===== config.mk =====
export PLATFORM = sky130hd
export DESIGN_NAME = evr_matrix_build
export DESIGN_NICKNAME = d
export VERILOG_FILES = /design/src/hdl/evr_pkg.sv /design/src/hdl/evr_matrix_build.sv
export SDC_FILE = /design/constraint.sdc
export NUM_CORES = 2
export LEC_CHECK = 0
export BUFFER_PORTS_ARGS = -buffer_cell sky130_fd_sc_hd__buf_2
export CAP_MARGIN = 5
export CORE_UTILIZATION = 55
export DETAILED_ROUTE_END_ITERATION = 7
export GPL_TIMING_DRIVEN = 0
export MAX_ROUTING_LAYER = met4
export PLACE_DENSITY = 0.85
export SLEW_MARGIN = 20
export SYNTH_ARGS = -nofsm -noshare
export SYNTH_HDL_FRONTEND = slang
export SYNTH_SLANG_ARGS = --single-unit

===== constraint.sdc =====
create_clock -name clock -period 9.4 [get_ports clock]
set_input_delay 1.88 -clock clock [delete_from_list [all_inputs] [get_ports clock]]
set_output_delay 1.88 -clock clock [all_outputs]
set_load 0.02 [all_outputs]

===== src/hdl/evr_pkg.sv =====
// Shared types, constants and sine/cosine tables for the Euler vertex rotation block.
package evr_pkg;

   // Field widths and fixed-point formats.
   localparam int COORD_WIDTH    = 32;
   localparam int TRIG_FRAC_BITS = 14;
   localparam int TRIG_W         = TRIG_FRAC_BITS + 2;
   localparam int ANGLE_W        = 9;
   localparam int CSR_INDEX_W    = 2;
   localparam int NUM_COORDS     = 3;
   localparam int NUM_ENTRIES    = NUM_COORDS * NUM_COORDS;
   localparam int VERTEX_W       = NUM_COORDS * COORD_WIDTH;
   localparam int TDATA_W        = ((VERTEX_W + 7) / 8) * 8;

   // Angle constants in whole degrees.
   localparam int FULL_TURN    = 360;
   localparam int QUARTER_DEG  = 90;
   localparam int OCTANT_DEG   = 45;
   localparam int QUARTER_IDX_W = $clog2(QUARTER_DEG);

   // Configuration register indexes.
   localparam logic [CSR_INDEX_W-1:0] CSR_ANGLE_FIRST  = CSR_INDEX_W'(0);
   localparam logic [CSR_INDEX_W-1:0] CSR_ANGLE_SECOND = CSR_INDEX_W'(1);
   localparam logic [CSR_INDEX_W-1:0] CSR_ANGLE_THIRD  = CSR_INDEX_W'(2);

   // Constants of the Q2.30 series evaluation.
   localparam longint PI_Q30    = 64'sd3373259426;
   localparam longint ONE_Q30   = 64'sd1073741824;
   localparam longint HALF_Q30  = 64'sd536870912;
   localparam int     TRIG_SHIFT = 30 - TRIG_FRAC_BITS;

   typedef logic signed [COORD_WIDTH-1:0] coord_type;
   typedef coord_type                     vertex_type [NUM_COORDS];
   typedef logic signed [TRIG_W-1:0]      trig_type;
   typedef trig_type                      matrix_type [NUM_ENTRIES];
   typedef trig_type                      trig_table_type [QUARTER_DEG];
   typedef logic [ANGLE_W-1:0]            angle_type;

   localparam trig_type TRIG_ONE = trig_type'(1 << TRIG_FRAC_BITS);

   // Request from the register file to the matrix builder.
   typedef struct packed {
      logic      start;
      angle_type angle_first;
      angle_type angle_second;
      angle_type angle_third;
   } build_req_type;

   // Sine and cosine of one angle.
   typedef struct packed {
      trig_type sin_v;
      trig_type cos_v;
   } sincos_type;

   typedef enum logic [1:0] {
      QUAD_FIRST,
      QUAD_SECOND,
      QUAD_THIRD,
      QUAD_FOURTH
   } quadrant_type;

   typedef enum logic [1:0] {
      BUILD_IDLE,
      BUILD_LOOKUP,
      BUILD_MUL,
      BUILD_SUM
   } build_state_type;

   // Rounded Q2.30 product.
   function automatic longint mul_round30(input longint a, input longint b);
      return (a * b + HALF_Q30) >>> 30;
   endfunction

   // Taylor series of sine or cosine for an angle of 0 to 45 degrees, in Q2.30.
   function automatic longint trig_series(input int r, input bit want_cos);
      longint x;
      longint x2;
      longint ts;
      longint s;
      longint tc;
      longint c;
      x  = (longint'(r) * PI_Q30 + 64'sd90) / 64'sd180;
      x2 = mul_round30(x, x);
      ts = x;
      s  = x;
      tc = ONE_Q30;
      c  = ONE_Q30;
      // Sine terms up to x^13; each divisor is (2n)(2n+1).
      ts = -mul_round30(ts, x2) / 64'sd6;
      s  = s + ts;
      ts = -mul_round30(ts, x2) / 64'sd20;
      s  = s + ts;
      ts = -mul_round30(ts, x2) / 64'sd42;
      s  = s + ts;
      ts = -mul_round30(ts, x2) / 64'sd72;
      s  = s + ts;
      ts = -mul_round30(ts, x2) / 64'sd110;
      s  = s + ts;
      ts = -mul_round30(ts, x2) / 64'sd156;
      s  = s + ts;
      // Cosine terms up to x^12; each divisor is (2n-1)(2n).
      tc = -mul_round30(tc, x2) / 64'sd2;
      c  = c + tc;
      tc = -mul_round30(tc, x2) / 64'sd12;
      c  = c + tc;
      tc = -mul_round30(tc, x2) / 64'sd30;
      c  = c + tc;
      tc = -mul_round30(tc, x2) / 64'sd56;
      c  = c + tc;
      tc = -mul_round30(tc, x2) / 64'sd90;
      c  = c + tc;
      tc = -mul_round30(tc, x2) / 64'sd132;
      c  = c + tc;
      return want_cos ? c : s;
   endfunction

   // Round a Q2.30 value half up to the trig format.
   function automatic trig_type trig_round(input longint v);
      if (TRIG_SHIFT == 0) begin
         return trig_type'(v);
      end
      return trig_type'((v + (64'sd1 <<< (TRIG_SHIFT - 1))) >>> TRIG_SHIFT);
   endfunction

   // Quarter-wave table, optionally negated before the rounding.
   function automatic trig_table_type make_trig_table(input bit want_cos, input bit negate);
      trig_table_type t;
      longint         v;
      int             r;
      for (r = 0; r < QUARTER_DEG; r++) begin
         if (r <= OCTANT_DEG) begin
            v = trig_series(r, want_cos);
         end else begin
            v = trig_series(QUARTER_DEG - r, !want_cos);
         end
         if (negate) begin
            v = -v;
         end
         t[r] = trig_round(v);
      end
      return t;
   endfunction

   localparam trig_table_type SIN_POS_TABLE = make_trig_table(1'b0, 1'b0);
   localparam trig_table_type SIN_NEG_TABLE = make_trig_table(1'b0, 1'b1);
   localparam trig_table_type COS_POS_TABLE = make_trig_table(1'b1, 1'b0);
   localparam trig_table_type COS_NEG_TABLE = make_trig_table(1'b1, 1'b1);

endpackage


===== src/hdl/evr_matrix_build.sv =====
// Sequencer that builds the rotation matrix from the three angles with one shared multiplier.
module evr_matrix_build
   import evr_pkg::*;
(
   input  logic          clock,
   input  logic          reset,
   input  build_req_type build_req,
   output logic          build_busy,
   output matrix_type    matrix
);

   localparam int PROD_W = TRIG_W + 2;
   localparam int SUM_W  = PROD_W + 1;
   localparam int N_PROD = 14;
   localparam int STEP_W = $clog2(N_PROD);

   // Product slots, in the order the shared multiplier computes them.
   localparam logic [STEP_W-1:0] P_AB    = STEP_W'(0);
   localparam logic [STEP_W-1:0] P_SAB   = STEP_W'(1);
   localparam logic [STEP_W-1:0] P_CACB  = STEP_W'(2);
   localparam logic [STEP_W-1:0] P_ABSC  = STEP_W'(3);
   localparam logic [STEP_W-1:0] P_SACC  = STEP_W'(4);
   localparam logic [STEP_W-1:0] P_ABCC  = STEP_W'(5);
   localparam logic [STEP_W-1:0] P_SASC  = STEP_W'(6);
   localparam logic [STEP_W-1:0] P_SACB  = STEP_W'(7);
   localparam logic [STEP_W-1:0] P_SABSC = STEP_W'(8);
   localparam logic [STEP_W-1:0] P_CACC  = STEP_W'(9);
   localparam logic [STEP_W-1:0] P_SABCC = STEP_W'(10);
   localparam logic [STEP_W-1:0] P_CASC  = STEP_W'(11);
   localparam logic [STEP_W-1:0] P_CBSC  = STEP_W'(12);
   localparam logic [STEP_W-1:0] P_CBCC  = STEP_W'(13);
   localparam logic [STEP_W-1:0] P_LAST  = STEP_W'(N_PROD - 1);

   localparam logic signed [2*PROD_W-1:0] MUL_HALF =
      (2*PROD_W)'(1) <<< (TRIG_FRAC_BITS - 1);
   localparam logic signed [SUM_W-1:0] ENTRY_MAX =
      SUM_W'((1 << (TRIG_FRAC_BITS + 1)) - 1);
   localparam logic signed [SUM_W-1:0] ENTRY_MIN = ~ENTRY_MAX;

   typedef logic signed [PROD_W-1:0] prod_type;
   typedef logic signed [SUM_W-1:0]  sum_type;

   build_state_type   state_ff;
   build_state_type   state_in;
   logic [STEP_W-1:0] step_ff;
   logic [STEP_W-1:0] step_in;
   sincos_type        first_ff;
   sincos_type        second_ff;
   sincos_type        third_ff;
   prod_type          prod_ff [N_PROD];
   prod_type          mul_res_in;
   matrix_type        matrix_ff;
   matrix_type        matrix_in;
   logic              lookup_en;
   logic              mul_en;
   logic              sum_en;
   prod_type          op_a;
   prod_type          op_b;
   logic signed [2*PROD_W-1:0] mul_full;
   logic signed [2*PROD_W-1:0] mul_rnd;

   // Reduce an angle to a quadrant and a table index, then pick the table entries.
   function automatic sincos_type angle_lookup(input angle_type a);
      angle_type                d;
      quadrant_type             q;
      logic [QUARTER_IDX_W-1:0] r;
      sincos_type               sc;
      d = (a >= ANGLE_W'(FULL_TURN)) ? a - ANGLE_W'(FULL_TURN) : a;
      if (d >= ANGLE_W'(3 * QUARTER_DEG)) begin
         q = QUAD_FOURTH;
         r = QUARTER_IDX_W'(d - ANGLE_W'(3 * QUARTER_DEG));
      end else if (d >= ANGLE_W'(2 * QUARTER_DEG)) begin
         q = QUAD_THIRD;
         r = QUARTER_IDX_W'(d - ANGLE_W'(2 * QUARTER_DEG));
      end else if (d >= ANGLE_W'(QUARTER_DEG)) begin
         q = QUAD_SECOND;
         r = QUARTER_IDX_W'(d - ANGLE_W'(QUARTER_DEG));
      end else begin
         q = QUAD_FIRST;
         r = QUARTER_IDX_W'(d);
      end
      case (q)
         QUAD_SECOND: begin
            sc.sin_v = COS_POS_TABLE[r];
            sc.cos_v = SIN_NEG_TABLE[r];
         end
         QUAD_THIRD: begin
            sc.sin_v = SIN_NEG_TABLE[r];
            sc.cos_v = COS_NEG_TABLE[r];
         end
         QUAD_FOURTH: begin
            sc.sin_v = COS_NEG_TABLE[r];
            sc.cos_v = SIN_POS_TABLE[r];
         end
         default: begin
            sc.sin_v = SIN_POS_TABLE[r];
            sc.cos_v = COS_POS_TABLE[r];
         end
      endcase
      return sc;
   endfunction

   // Saturate a matrix entry to the trig format.
   function automatic trig_type sat_entry(input sum_type v);
      if (v > ENTRY_MAX) begin
         return ENTRY_MAX[TRIG_W-1:0];
      end
      if (v < ENTRY_MIN) begin
         return ENTRY_MIN[TRIG_W-1:0];
      end
      return v[TRIG_W-1:0];
   endfunction

   // Next state of the sequencer.
   always_comb begin
      state_in = state_ff;
      case (state_ff)
         BUILD_IDLE: begin
            if (build_req.start) begin
               state_in = BUILD_LOOKUP;
            end
         end
         BUILD_LOOKUP: state_in = BUILD_MUL;
         BUILD_MUL: begin
            if (step_ff == P_LAST) begin
               state_in = BUILD_SUM;
            end
         end
         BUILD_SUM: state_in = BUILD_IDLE;
         default:   state_in = BUILD_IDLE;
      endcase
   end

   // Sequencer outputs.
   always_comb begin
      build_busy = 1'b1;
      lookup_en  = 1'b0;
      mul_en     = 1'b0;
      sum_en     = 1'b0;
      case (state_ff)
         BUILD_IDLE:   build_busy = 1'b0;
         BUILD_LOOKUP: lookup_en  = 1'b1;
         BUILD_MUL:    mul_en     = 1'b1;
         BUILD_SUM:    sum_en     = 1'b1;
         default:      build_busy = 1'b1;
      endcase
   end

   // The step counter runs over the product slots.
   always_comb begin
      step_in = step_ff;
      if (lookup_en) begin
         step_in = '0;
      end else if (mul_en && (step_ff != P_LAST)) begin
         step_in = step_ff + STEP_W'(1);
      end
   end

   // Operand selection for the shared multiplier.
   always_comb begin
      op_a = prod_type'(first_ff.cos_v);
      op_b = prod_type'(first_ff.cos_v);
      case (step_ff)
         P_AB:    begin op_a = prod_type'(first_ff.cos_v);  op_b = prod_type'(second_ff.sin_v); end
         P_SAB:   begin op_a = prod_type'(first_ff.sin_v);  op_b = prod_type'(second_ff.sin_v); end
         P_CACB:  begin op_a = prod_type'(first_ff.cos_v);  op_b = prod_type'(second_ff.cos_v); end
         P_ABSC:  begin op_a = prod_ff[P_AB];               op_b = prod_type'(third_ff.sin_v);  end
         P_SACC:  begin op_a = prod_type'(first_ff.sin_v);  op_b = prod_type'(third_ff.cos_v);  end
         P_ABCC:  begin op_a = prod_ff[P_AB];               op_b = prod_type'(third_ff.cos_v);  end
         P_SASC:  begin op_a = prod_type'(first_ff.sin_v);  op_b = prod_type'(third_ff.sin_v);  end
         P_SACB:  begin op_a = prod_type'(first_ff.sin_v);  op_b = prod_type'(second_ff.cos_v); end
         P_SABSC: begin op_a = prod_ff[P_SAB];              op_b = prod_type'(third_ff.sin_v);  end
         P_CACC:  begin op_a = prod_type'(first_ff.cos_v);  op_b = prod_type'(third_ff.cos_v);  end
         P_SABCC: begin op_a = prod_ff[P_SAB];              op_b = prod_type'(third_ff.cos_v);  end
         P_CASC:  begin op_a = prod_type'(first_ff.cos_v);  op_b = prod_type'(third_ff.sin_v);  end
         P_CBSC:  begin op_a = prod_type'(second_ff.cos_v); op_b = prod_type'(third_ff.sin_v);  end
         P_CBCC:  begin op_a = prod_type'(second_ff.cos_v); op_b = prod_type'(third_ff.cos_v);  end
         default: begin op_a = prod_type'(first_ff.cos_v);  op_b = prod_type'(first_ff.cos_v);  end
      endcase
   end

   // Rounded product in the trig format.
   always_comb begin
      mul_full   = (2*PROD_W)'(op_a) * (2*PROD_W)'(op_b);
      mul_rnd    = (mul_full + MUL_HALF) >>> TRIG_FRAC_BITS;
      mul_res_in = mul_rnd[PROD_W-1:0];
   end

   // Combine the products into the nine saturated entries.
   always_comb begin
      matrix_in[0] = sat_entry(sum_type'(prod_ff[P_CACB]));
      matrix_in[1] = sat_entry(sum_type'(prod_ff[P_ABSC]) - sum_type'(prod_ff[P_SACC]));
      matrix_in[2] = sat_entry(sum_type'(prod_ff[P_ABCC]) + sum_type'(prod_ff[P_SASC]));
      matrix_in[3] = sat_entry(sum_type'(prod_ff[P_SACB]));
      matrix_in[4] = sat_entry(sum_type'(prod_ff[P_SABSC]) + sum_type'(prod_ff[P_CACC]));
      matrix_in[5] = sat_entry(sum_type'(prod_ff[P_SABCC]) - sum_type'(prod_ff[P_CASC]));
      matrix_in[6] = sat_entry(-sum_type'(second_ff.sin_v));
      matrix_in[7] = sat_entry(sum_type'(prod_ff[P_CBSC]));
      matrix_in[8] = sat_entry(sum_type'(prod_ff[P_CBCC]));
   end

   // Sequencer state and matrix registers; the matrix resets to identity.
   always_ff @(posedge clock) begin
      if (reset) begin
         state_ff <= BUILD_IDLE;
         step_ff  <= '0;
         for (int row = 0; row < NUM_COORDS; row++) begin
            for (int col = 0; col < NUM_COORDS; col++) begin
               matrix_ff[row * NUM_COORDS + col] <= (row == col) ? TRIG_ONE : '0;
            end
         end
      end else begin
         state_ff <= state_in;
         step_ff  <= step_in;
         if (sum_en) begin
            matrix_ff <= matrix_in;
         end
      end
   end

   // Working registers of the build.
   always_ff @(posedge clock) begin
      if (lookup_en) begin
         first_ff  <= angle_lookup(build_req.angle_first);
         second_ff <= angle_lookup(build_req.angle_second);
         third_ff  <= angle_lookup(build_req.angle_third);
      end
      if (mul_en) begin
         prod_ff[step_ff] <= mul_res_in;
      end
   end

   assign matrix = matrix_ff;

   // A rebuild only starts while the sequencer is idle.
   assert property (@(posedge clock) disable iff (reset)
      build_req.start |-> (state_ff == BUILD_IDLE))
      else $error("matrix build started while a rebuild was running");

   // The product phase always starts at the first slot.
   assert property (@(posedge clock) disable iff (reset)
      (state_ff == BUILD_LOOKUP) |=> (state_ff == BUILD_MUL) && (step_ff == P_AB))
      else $error("matrix build entered the product phase at a wrong slot");

   // After the last product the entries are combined in the next cycle.
   assert property (@(posedge clock) disable iff (reset)
      (state_ff == BUILD_MUL) && (step_ff == P_LAST) |=> (state_ff == BUILD_SUM))
      else $error("matrix build did not finish after the last product");

endmodule


==> out/results.ini, run 1 <==
[global_route]
grt_use_total_pct=81.9
grt_max_degree=54
overflow=704
grt_pass1_vias=72300
grt_first_pass_wirelength_um=556000

[status]
stop_stage=global routing (5_1_grt)
error_line=[ERROR GRT-0116] Global routing finished with congestion. Check the congestion regions in the DRC Viewer.
status=aborted with a tool error

[logic_synthesis]
syn_avg_cell_area_um2=8.26
ys_ff_latch=498
synthArstFlopShare_pct=0
syn_area_um2=52100
synth_nets=6886
synth_ff_type=edfxtp_1
synth_area_leaders=edfxtp_1 (20%), fa_1 (11%), ha_1 (6.2%)
synth_edf_count=348
yosys_warnings=0
synth-seq-area-share_pct=25.8
synth_area_leader_cell=edfxtp_1
yosysTopAreaCellShare_pct=20.1
syn-instance-count=6298
synth_cell_type_count=132

[placement]
io_buffers=166
hpwlAfterDp_um=210000
gpl.final_weighted_congestion=1.31
post-place-ws_ns=-2.38
dpl-instance-area_um2=55100

[clock_tree]
root_buffer=clkbuf_16
clockBufferDepth=3
cts.sink_count=498
htreeDepth=2
ctsHoldBuffers=0
numCtsBuffers=44

[floorplanning]
die_y_um=310
num_rows=112
die_w_um=310
top_level_ports=175
initial_core_util_pct=55.7

==> cells in the mapped netlist, drive strengths merged (53+ instances only) <==
master / instances
ha: 259
xnor2: 97
nand2: 609
a31oi: 118
o311ai: 59
clkbuf: 264
inv: 518
o22ai: 73
a211oi: 124
nor3: 213
buf: 250
edfxtp: 348
o21a: 55
dfxtp: 150
o31ai: 53
o21ai: 423
o221ai: 59
a21oi: 457
nand3: 205
fa: 299
o211ai: 116
nor2: 592
==> repair_timing <==
item	in CTS
hold endpoints to repair	0
pin swaps	24
endpoints found under the setup margin	257
setup buffers	45
gates cloned	1
resized for setup	166
==> layer usage <==
metal | GRT overflow | global-route usage (%)
met1 | 87 | 81.7
met2 | 330 | 93.7
met3 | 74 | 70.2
met4 | 213 | 76.1
met5 | - | -
==> logic make-up after synthesis <==
kind of cell | Yosys count | share of synthesized area [%]
flops | 498 | 25.8
simple gates | 1937 | 17.1
xor+xnor | 122 | 2.16
compound gates | 2098 | 27.9
mux | 50 | 1.04
fa+ha+maj | 559 | 17.7
buf+inv | 1034 | 8.20
==> per-stage QoR <==
step                instances  TNS [ns]  hold WS, ns
floorplan                6298         0        0.444
global placement         7718   -498.97        0.447
detailed placement       7750   -338.16        0.451
CTS                      7867         0        0.471
==> run 2, diff against run 1 <==
- CORE_UTILIZATION: 55 -> 40
- MAX_ROUTING_LAYER: met4 -> unset
- PLACE_DENSITY: 0.85 -> unset
- PLACE_DENSITY_LB_ADDON: unset -> 0.15
- clock period: 9.4 -> 12.22 ns (I/O delays scaled with it)
==> run 2 against run 1 <==
- synthesized cell count is the same
- area after synthesis is the same
- the flow now finishes, with violations (DRC)
==> out/results.ini, run 2 <==
[clock_tree]
clk_latency_ns=0.63
numCtsBuffers=47  ; +6.8%
htreeDepth=2  ; unchanged
clockBufferDepth=3  ; unchanged
clkSlewWorstSetupHoldPaths_ns=0.06
root_buffer=clkbuf_16
cts.sink_count=498  ; unchanged
ctsHoldBuffers=0  ; unchanged
cts_tree=done

[logic_synthesis]
synth_ff_type=edfxtp_1
syn_avg_cell_area_um2=8.26  ; unchanged
ys_ff_latch=498  ; unchanged
synth_nets=6886  ; unchanged
synthArstFlopShare_pct=0  ; unchanged
syn-instance-count=6298  ; unchanged
post-synth-top-count-cell=nand2_1
yosysTopAreaCellShare_pct=20.1  ; unchanged
synth_edf_count=348  ; unchanged
synth-seq-area-share_pct=25.8  ; unchanged
yosys_warnings=0  ; unchanged
syn_area_um2=52100  ; unchanged
synth_area_leader_cell=edfxtp_1
synth_cell_type_count=132  ; unchanged
synth_common_cells=nand2_1 (608), nor2_1 (582), inv_1 (510), a21oi_1 (451), o21ai_0 (374)
synth_area_leaders=edfxtp_1 (20%), fa_1 (11%), ha_1 (6.2%)

[floorplanning]
num_rows=131  ; +17%
coreArea_um2=128000
top_level_ports=175  ; unchanged
dieArea_um2=132000
initial_core_util_pct=40.6  ; -15 points
die_w_um=363  ; +17%
die_y_um=363  ; +17%

[sta]
timing.slew.headroom_pct=7.85
setup_ws_ns=0.474
fin_crit_ns=11.75
fmax_ghz=0.0851
rsz0062_at_grt=no
finalHoldViolCount=0
slew_viol_final=0
skew_ns=0.0574
setup_viol=0
worst_pin_slew_ns=1.38
timing.setup.tns_ns=0
whs_ns=0.461
period_share_pct=96.1

[global_route]
antenna_found_initial=32
grt_first_pass_wirelength_um=441000
overflow=0
grt_use_total_pct=47.2
grt_pass1_vias=57400
grt_max_degree=56

[detailed_routing]
drt-total-wl_um=319000
dr.pass1.iters=8
ant_nets=0
vias_per_cell=7.11
wl_per_cell_um=38.3
num_vias=59300
drc_errors=4
drt_first_iter_violations=9512

[placement]
dpl-instance-area_um2=55900  ; +1.4%
post-place-ws_ns=0.310  ; +2.69 ns
hpwlAfterDp_um=237000  ; +13%
gpl.final_weighted_congestion=1.12  ; -15%
io_buffers=166  ; unchanged

[status]
violations=DRC
status=finished with violations

[finish]
drive_gt1_share_pct=10.9
largest_register=prod_ff
syn2layout_area_growth_pct=10.7
final_nets=7145
final_common_cell=nand2_1
final_cell_area_um2=57600
largest_register_ffs=252
mostFrequentLayoutCells=nand2_1 (608), nor2_1 (563), inv_1 (510)

[critical_path]
worst_setup_path_end_kind=register
worst-setup-path-type=register to register
worstPathMaxFanout=14
worst_setup_path_start_kind=register
crit_required_ns=12.48
crit_arrival_ns=12.00
ff2ff_path_depth=34
cp_slowest_cell=nor2_2
cp_slowest_stage_delay_ns=0.68
crit_top_cell=fa_1

[hold_path]
holdCritPathClass=register to register
whs_path_depth=2

[job]
drv_cap=0

==> run 2: metal layers <==
metal,vias to the layer above,routed length (um),global-route usage [%],part of all wire (%)
met5,-,354,0.592,0.11
met4,32,30200,35.4,9.5
met3,1594,43900,17.6,14
met2,5270,129000,68.2,41
met1,28800,115000,56.8,36
li1,23600,-,-,-
==> run 2: path summary, 6_finish.rpt <==
kind	from	endpoint	slack [ns]
worst max-delay path	step_ff[0]	prod_ff[6][16]	0.47
worst min-delay path	matrix[134]	matrix[134]	0.46
worst max register to register	step_ff[0]	prod_ff[6][16]	0.47
worst min register to register	matrix[134]	matrix[134]	0.46
==> run 2: cells by family after synthesis <==
group / count (synthesis) / share of synthesized area, %
flip-flops: 498 / 25.8
XOR/XNOR: 122 / 2.16
buffers and inverters: 1034 / 8.20
AND/OR/NAND/NOR: 1937 / 17.1
multiplexers: 50 / 1.04
adder cells (fa/ha/maj): 559 / 17.7
AO/OA/AOI/OAI: 2098 / 27.9
==> run 2: stage by stage <==
stage	cells	util, %
finish	8338	44.9
global route	8323	44.9
CTS	8317	44.8
detailed placement	8232	43.5
global placement	8193	42.9
floorplan	6298	-
==> run 2: repair_timing <==
item / CTS / global route
setup buffers: 0 / 2
endpoints found under the setup margin: 0 / 89
resized for setup: 0 / 4
==> run 2: area by class of cell <==
type / instances / area, um^2
Fill cell: 12500 / 70700
Multi-Input combinational cell: 4766 / 34800
Buffer: 514 / 2320
Inverter: 520 / 1950
Antenna cell: 16 / 40.0
Clock inverter: 19 / 208
Timing Repair Buffer: 210 / 1320
Clock buffer: 66 / 1390
Tap cell: 1729 / 2160
Sequential cell: 498 / 13500
==> run 2: worst max-delay path, delay by kind of cell (launching register included) <==
kind	cells	cell delay (ns)
buf+inv	8	1.55
simple gates	6	2.04
flops	1	0.47
fa+ha+maj	8	3.81
compound gates	12	3.47
Power of run 2 is not shown: default switching activity piles up to over one toggle a cycle in this logic, so the estimate is an artifact.
